### config.mk
export PLATFORM = sky130hd
export DESIGN_NAME = link_failover_retry_sequencer
export DESIGN_NICKNAME = d
export VERILOG_FILES = /design/src/hdl/lfrs_pkg.sv /design/src/hdl/lfrs_step.sv /design/src/hdl/link_failover_retry_sequencer.sv
export VERILOG_INCLUDE_DIRS = /design/src /design/src/hdl
export SDC_FILE = /design/constraint.sdc
export NUM_CORES = 1
export LEC_CHECK = 0
export BUFFER_PORTS_ARGS = -buffer_cell sky130_fd_sc_hd__buf_2
export CAP_MARGIN = 20
export CORE_UTILIZATION = 40
export DETAILED_ROUTE_END_ITERATION = 7
export PLACE_DENSITY_LB_ADDON = 0.08
export RECOVER_POWER = 100
export SYNTH_ARGS = -nofsm -noshare
export SYNTH_HDL_FRONTEND = slang
export SYNTH_SLANG_ARGS = --single-unit
export TNS_END_PERCENT = 10
### constraint.sdc
create_clock -name clk -period 6.5 [get_ports clk]
set_clock_uncertainty 0.15 [all_clocks]
set_input_delay 1.3 -clock clk [delete_from_list [all_inputs] [get_ports clk]]
set_output_delay 1.3 -clock clk [all_outputs]
set_load 0.02 [all_outputs]
### src/hdl/assert_macros.svh
// assertion macros for the link failover retry sequencer
// no dependencies; included by files that carry concurrent checks
`ifndef ASSERT_MACROS_SVH
`define ASSERT_MACROS_SVH

`ifndef SYNTH

// property must hold at every edge outside reset
`define ASSERT_HOLDS(label, clk, rst_n, prop) \
	label: assert property (@(posedge clk) disable iff (!rst_n) (prop)) \
	else $error("assertion failed");

// antecedent implies consequent in the cycle after
`define ASSERT_NEXT(label, clk, rst_n, ante, cons) \
	label: assert property (@(posedge clk) disable iff (!rst_n) (ante) |=> (cons)) \
	else $error("assertion failed");

`else

`define ASSERT_HOLDS(label, clk, rst_n, prop)
`define ASSERT_NEXT(label, clk, rst_n, ante, cons)

`endif

`endif

### src/hdl/lfrs_pkg.sv
// types and constants of the link failover retry sequencer
// no dependencies
`default_nettype none

package lfrs_pkg;

	typedef enum logic [1:0] {
		CMD_NONE     = 2'd0,
		CMD_START    = 2'd1,
		CMD_FALLBACK = 2'd2
	} command_t;

	typedef logic [2:0] cfg_index_t;

	localparam cfg_index_t REG_SLOT_MASK   = 3'd0;
	localparam cfg_index_t REG_CHECK_IVL   = 3'd1;
	localparam cfg_index_t REG_TRY_TIMEOUT = 3'd2;
	localparam cfg_index_t REG_RETRY_DELAY = 3'd3;
	localparam cfg_index_t REG_MAX_FAIL    = 3'd4;

	localparam logic [3:0]  RST_SLOT_MASK   = 4'd0;
	localparam logic [31:0] RST_CHECK_IVL   = 32'd5000;
	localparam logic [31:0] RST_TRY_TIMEOUT = 32'd10000;
	localparam logic [31:0] RST_RETRY_DELAY = 32'd30000;
	localparam logic [7:0]  RST_MAX_FAIL    = 8'd3;

	typedef struct packed {
		logic [31:0] now_ms;
		logic        link_up;
	} item_t;

	typedef struct packed {
		command_t    command;
		logic [1:0]  slot;
		logic        drop_first;
		logic        reconnected;
		logic [7:0]  fail_cycles;
		logic        fallback_mode;
	} result_t;

	typedef struct packed {
		logic [3:0]  slot_mask;
		logic [31:0] check_interval_ms;
		logic [31:0] try_timeout_ms;
		logic [31:0] retry_delay_ms;
		logic [7:0]  max_fail_cycles;
	} cfg_t;

	typedef struct packed {
		logic        outage_active;
		logic        trying_valid;
		logic [1:0]  trying_slot;
		logic [31:0] attempt_start;
		logic [31:0] last_check;
		logic [7:0]  fail_count;
		logic        fallback_flag;
	} seq_state_t;

endpackage

`default_nettype wire

### src/hdl/lfrs_step.sv
// single-pass step logic: next sequencer state and result for one tick
// depends on lfrs_pkg
`default_nettype none

module lfrs_step #(
	parameter int NUM_SLOTS = 4
) (
	input  lfrs_pkg::cfg_t       cfg,
	input  lfrs_pkg::seq_state_t cur,
	input  lfrs_pkg::item_t      item,
	output lfrs_pkg::seq_state_t nxt,
	output lfrs_pkg::result_t    res
);
	import lfrs_pkg::*;

	logic [3:0] elig;
	logic       found;
	logic [1:0] sel;
	logic       tv;
	logic       go;
	logic [7:0] fc_inc;

	always_comb begin
		nxt = cur;
		res = '0;
		res.command = CMD_NONE;
		go = 1'b0;
		tv = 1'b0;
		elig = '0;
		found = 1'b0;
		sel = '0;
		fc_inc = (cur.fail_count != 8'hFF) ? cur.fail_count + 8'd1 : cur.fail_count;

		if (!cur.fallback_flag) begin
			if (item.link_up) begin
				if (cur.outage_active) begin
					nxt.outage_active = 1'b0;
					nxt.fail_count = '0;
					nxt.trying_valid = 1'b0;
					res.reconnected = 1'b1;
				end
			end else begin
				go = 1'b1;
				tv = cur.trying_valid;
				if (!cur.outage_active) begin
					if ((item.now_ms - cur.last_check) < cfg.check_interval_ms) begin
						go = 1'b0;
					end else begin
						nxt.last_check = item.now_ms;
						nxt.outage_active = 1'b1;
						nxt.trying_valid = 1'b0;
						tv = 1'b0;
					end
				end
				if (go && tv) begin
					if ((item.now_ms - cur.attempt_start) < cfg.try_timeout_ms) begin
						go = 1'b0;
					end else begin
						res.drop_first = 1'b1;
					end
				end

				// enabled slots after the one being tried (all enabled when none is); lowest wins
				for (int i = 0; i < 4; i++) begin
					elig[i] = cfg.slot_mask[i] && (i < NUM_SLOTS) &&
						(!tv || (3'(i) > {1'b0, cur.trying_slot}));
				end
				for (int i = 3; i >= 0; i--) begin
					if (elig[i]) begin
						found = 1'b1;
						sel = 2'(i);
					end
				end

				if (go) begin
					if (found) begin
						nxt.trying_valid = 1'b1;
						nxt.trying_slot = sel;
						nxt.attempt_start = item.now_ms;
						res.command = CMD_START;
						res.slot = sel;
					end else begin
						nxt.trying_valid = 1'b0;
						nxt.fail_count = fc_inc;
						nxt.outage_active = 1'b0;
						if (fc_inc >= cfg.max_fail_cycles) begin
							nxt.fallback_flag = 1'b1;
							res.command = CMD_FALLBACK;
						end else begin
							nxt.last_check = item.now_ms + cfg.retry_delay_ms -
								cfg.check_interval_ms;
						end
					end
				end
			end
		end

		res.fail_cycles = nxt.fail_count;
		res.fallback_mode = nxt.fallback_flag;
	end

endmodule

`default_nettype wire

### src/hdl/link_failover_retry_sequencer.sv
// link failover retry sequencer top level: registers, handshakes, configuration
// depends on lfrs_pkg, lfrs_step and assert_macros.svh
`default_nettype none
`include "assert_macros.svh"

// Takes one tick transaction per clock (timestamp and link-up flag) unless the
// result register is stalled, and returns exactly one result transaction per
// tick. A tick is held in an input register; once the result register is empty
// or being read, the single-pass step logic updates the sequencer state and the
// result register and raises result_valid. Throughput is one transaction per
// cycle while result_ready stays high. The step logic is one 32-bit subtract and
// compare per timer, a four-slot priority encoder and an 8-bit saturating count.
// Configuration must be written through cfg_wen/cfg_index/cfg_data only while no
// tick is in flight; the block does not enforce this. Indexes beyond the register
// list are ignored. Fallback mode is sticky until reset.
module link_failover_retry_sequencer #(
	parameter int NUM_SLOTS = 4
) (
	input  wire                      clk,
	input  wire                      arst_n,
	input  wire                      item_valid,
	output logic                     item_ready,
	input  lfrs_pkg::item_t          item,
	output logic                     result_valid,
	input  wire                      result_ready,
	output lfrs_pkg::result_t        result,
	input  wire                      cfg_wen,
	input  lfrs_pkg::cfg_index_t     cfg_index,
	input  wire               [31:0] cfg_data
);
	import lfrs_pkg::*;

	cfg_t       cfg_q;
	seq_state_t st_q;
	seq_state_t st_nxt;
	item_t      item_s1;
	logic       vld_s1;
	result_t    res_nxt;
	result_t    res_q;
	logic       vld_q;
	logic       adv;

	assign adv = vld_s1 && (!vld_q || result_ready);
	assign item_ready = !vld_s1 || adv;
	assign result_valid = vld_q;
	assign result = res_q;

	always_ff @(posedge clk or negedge arst_n) begin
		if (!arst_n) begin
			cfg_q.slot_mask <= RST_SLOT_MASK;
			cfg_q.check_interval_ms <= RST_CHECK_IVL;
			cfg_q.try_timeout_ms <= RST_TRY_TIMEOUT;
			cfg_q.retry_delay_ms <= RST_RETRY_DELAY;
			cfg_q.max_fail_cycles <= RST_MAX_FAIL;
		end else if (cfg_wen) begin
			unique case (cfg_index)
				REG_SLOT_MASK:   cfg_q.slot_mask <= cfg_data[3:0];
				REG_CHECK_IVL:   cfg_q.check_interval_ms <= cfg_data;
				REG_TRY_TIMEOUT: cfg_q.try_timeout_ms <= cfg_data;
				REG_RETRY_DELAY: cfg_q.retry_delay_ms <= cfg_data;
				REG_MAX_FAIL:    cfg_q.max_fail_cycles <= cfg_data[7:0];
				default: ;
			endcase
		end
	end

	lfrs_step #(
		.NUM_SLOTS(NUM_SLOTS)
	) u_step (
		.cfg  (cfg_q),
		.cur  (st_q),
		.item (item_s1),
		.nxt  (st_nxt),
		.res  (res_nxt)
	);

	// input stage
	always_ff @(posedge clk or negedge arst_n) begin
		if (!arst_n) begin
			vld_s1 <= 1'b0;
		end else if (item_ready) begin
			vld_s1 <= item_valid;
		end
	end

	always_ff @(posedge clk) begin
		if (item_ready && item_valid) begin
			item_s1 <= item;
		end
	end

	// state and result register
	always_ff @(posedge clk or negedge arst_n) begin
		if (!arst_n) begin
			st_q <= '0;
			vld_q <= 1'b0;
		end else begin
			if (adv) begin
				st_q <= st_nxt;
				vld_q <= 1'b1;
			end else if (result_ready) begin
				vld_q <= 1'b0;
			end
		end
	end

	always_ff @(posedge clk) begin
		if (adv) begin
			res_q <= res_nxt;
		end
	end

	`ASSERT_NEXT(a_fallback_sticky, clk, arst_n, st_q.fallback_flag, st_q.fallback_flag)
	`ASSERT_HOLDS(a_fallback_idle, clk, arst_n,
		!st_q.fallback_flag || (!st_q.outage_active && !st_q.trying_valid))
	`ASSERT_HOLDS(a_try_in_outage, clk, arst_n, !st_q.trying_valid || st_q.outage_active)
	`ASSERT_NEXT(a_adv_result, clk, arst_n, adv, vld_q)

endmodule

`default_nettype wire
==> reports/metrics.cfg <==
[floorplan]
core_area_um2=41000
die_w_um=206
io_pins=90
die_y_um=206
dieArea_um2=42600
core.rowCount=74
start_util=0.408

[global_route]
grtUsageTotal=0.218
antenna_found_initial=0
grt_pass1_vias=13200
grt_max_degree=108
grt_pass1_wl_um=72100
overflow=0

[clock_network]
cts_tree=done
clkTransAtPathRegs_ps=60
ctsHoldBuffers=0
cts_sinks=235
clk-insertion-delay-late_ps=560
cts.path.max_buffers=3
numCtsBuffers=29
root_buffer=clkbuf_16
cts_max_level=1

[power]
power.switching_w=0.00401
switching_share=0.437
pwr-share-comb=0.579
p_clk_frac=0.185
powerDensity_nw_per_um2=487
seqPwrFrac=0.235
p_leak_nw=8.90
ir_drop_mv=0.229
internal-power_w=0.00517

[placement]
gp_congestion=0.851
hpwlAfterDp_um=34400
portBuffers=89
dpl_cell_area_um2=17900
dp.cells=2459

[status]
status=finished with violations
violations=design-rule violations, max-capacitance violations, max-slew violations

[drt]
drc=4
drt-total-wl_um=45000
drtIter0Drc=691
viasPerCell=5.28
antenna_left=0
routedWlPerCell_um=17.9
num_vias=13300
first_pass_iters=7

[run]
maxCapViolCount=5

[synthesis]
synth_edf_count=48
synth.avg_cell_area_um2=9.02
yosys_register_bits=235
synth_warnings=0
synth_area_um2=16700
syn_inst=1854
yosysSeqAreaShare=0.367
async_flop_share=0.796
ys.flop_type=dfrtp_1
synth.distinct_cells=75
syn_nets=2125

[final_layout]
fin_cells=2512
nFillCells=4079
final_common_cell=inv_1
layout_common_cells=inv_1, o21ai_0, nand2_1
layout-drive-gt1-share=0.117
area_growth_syn_to_layout_pct=12.7
final_nets=2229
n_antenna_cell=0
final_cell_area_um2=18900

[critical_path]
crit_path_end_kind=flop
r2r_cells=24
r2r-start=item_s1[1]
worstSetupPathType=reg2reg
r2r-end=result[8]
startpoint_type=flop
cp.arrival_ps=6120
crit_fanout=5
r2r_slack_ps=530
cp_data_required_time_ps=6640

[timing]
slew_violations=270
period_needed_ps=5970
max_slew.worst_pin.slew_ps=3010
finalSetupViolations=0
period_share=0.919
clock.fmax_ghz=0.167
max_slew_margin=-1.01
finalHoldViolCount=0

[hold_path]
holdPathStages=2
whs_endpoint=st_q[66]
worstHoldStart=st_q[66]
hold_class=reg2reg

logic make-up (layout without fill, tap and decap cells):
kind of cell / count (synthesis) / count (layout) / share of synthesized area
xor gates and xnor gates: 81 / 81 / 0.0424
and+or+nand+nor: 456 / 456 / 0.124
adders and majority gates: 198 / 198 / 0.163
AOI/OAI and AO/OA: 494 / 494 / 0.192
buffers and inverters: 342 / 468 / 0.0796
muxes: 48 / 48 / 0.0317
DFF: 235 / 235 / 0.367
repair_timing:
item / CTS / global route
gates resized for setup: 0 / 2
setup buffers: 0 / 0
endpoints found under the hold margin: 0 / 0
endpoints found under the setup margin: 0 / 31
power by group through the flow:
stage	Clock [W]	Combinational [W]	Sequential, W
final	0.00170	0.00533	0.00216
after global routing	0.00180	0.00607	0.00221
after CTS	0.00175	0.00539	0.00216
after detailed placement	0	0.00534	0.00218
after global placement	0	0.00527	0.00218
after floorplan	0	0.00400	0.00212
metal layers:
metal / routed length, um / part of all wire / vias to the layer above / track usage
li1: - / - / 6597 / -
met1: 21300 / 0.47 / 6382 / 0.297
met2: 20700 / 0.46 / 219 / 0.360
met3: 1520 / 0.034 / 67 / 0.0281
met4: 1450 / 0.032 / 0 / 0.0641
met5: 0 / 0 / - / 0
Yosys cell counts (all sizes together), types with 26 or more instances:
library cell	count	area, um2
ha	165	2060
xnor2	48	420
inv	298	1120
clkbuf	29	109
a211oi	37	373
edfxtp	48	1440
mux2	40	450
fa	33	661
xor2	33	289
dfrtp	168	4200
nor3	26	130
o21ai	173	866
nor2	128	483
nand2	170	641
nand3	34	170
a21o	44	330
a21oi	101	517
registers in the layout, indices dropped and copies added (netlist names):
register	cells
cfg_q	108
st_q	77
item_s1	33
result	15
result_valid	1
vld_s1	1
through the flow:
stage	setup WS, ps	util	TNS [ps]	power (W)	hold slack [ps]
after global placement	495	0.437	0	0.00745	310
after floorplan	1390	-	0	0.00611	300
after global routing	-22.3	0.460	-22.3	0.0101	347
final	525	0.460	0	0.00919	328
after detailed placement	405	0.437	0	0.00752	320
after CTS	384	0.461	0	0.00930	333
critical path, cell delays in order (launching register included):
cell and delay [ps]:
edfxtp_1 380, inv_1 130, ha_1 190, inv_1 60
fa_1 400, a21o_1 190, a211oi_1 220, nor2_1 110
o211ai_1 340, a31oi_1 190, o221a_2 300, o21ai_0 360
o21ai_0 170, xor2_1 170, ha_1 300, nand4_1 160
nor4_1 310, o2111ai_1 190, nor2_2 260, a211o_1 220
o2111ai_4 180, buf_4 200, a211o_1 370, nand2_1 90
o21ai_0 80
worst max-delay path by stage:
| stage | start | to |
|---|---|---|
| 3_5_place_dp | item_s1[1] | st_q[14] |
| 5_1_grt | item_s1[1] | st_q[10] |
| 4_1_cts | item_s1[1] | st_q[14] |
| 3_3_place_gp | item_s1[1] | st_q[24] |
| 6_report | item_s1[1] | result[8] |
| 2_1_floorplan | item_s1[1] | st_q[20] |
layout make-up:
| type | instances | area [um2] | share of cell area |
|---|---|---|---|
| Clock buffer | 40 | 818 | 0.0434 |
| Tap cell | 532 | 666 | 0.0353 |
| Timing Repair Buffer | 117 | 651 | 0.0345 |
| Multi-Input combinational cell | 1277 | 9280 | 0.492 |
| Clock inverter | 13 | 171 | 0.00909 |
| Inverter | 298 | 1120 | 0.0593 |
| Sequential cell | 235 | 6140 | 0.326 |
No activity file was read; power rests on OpenSTA's default activity.
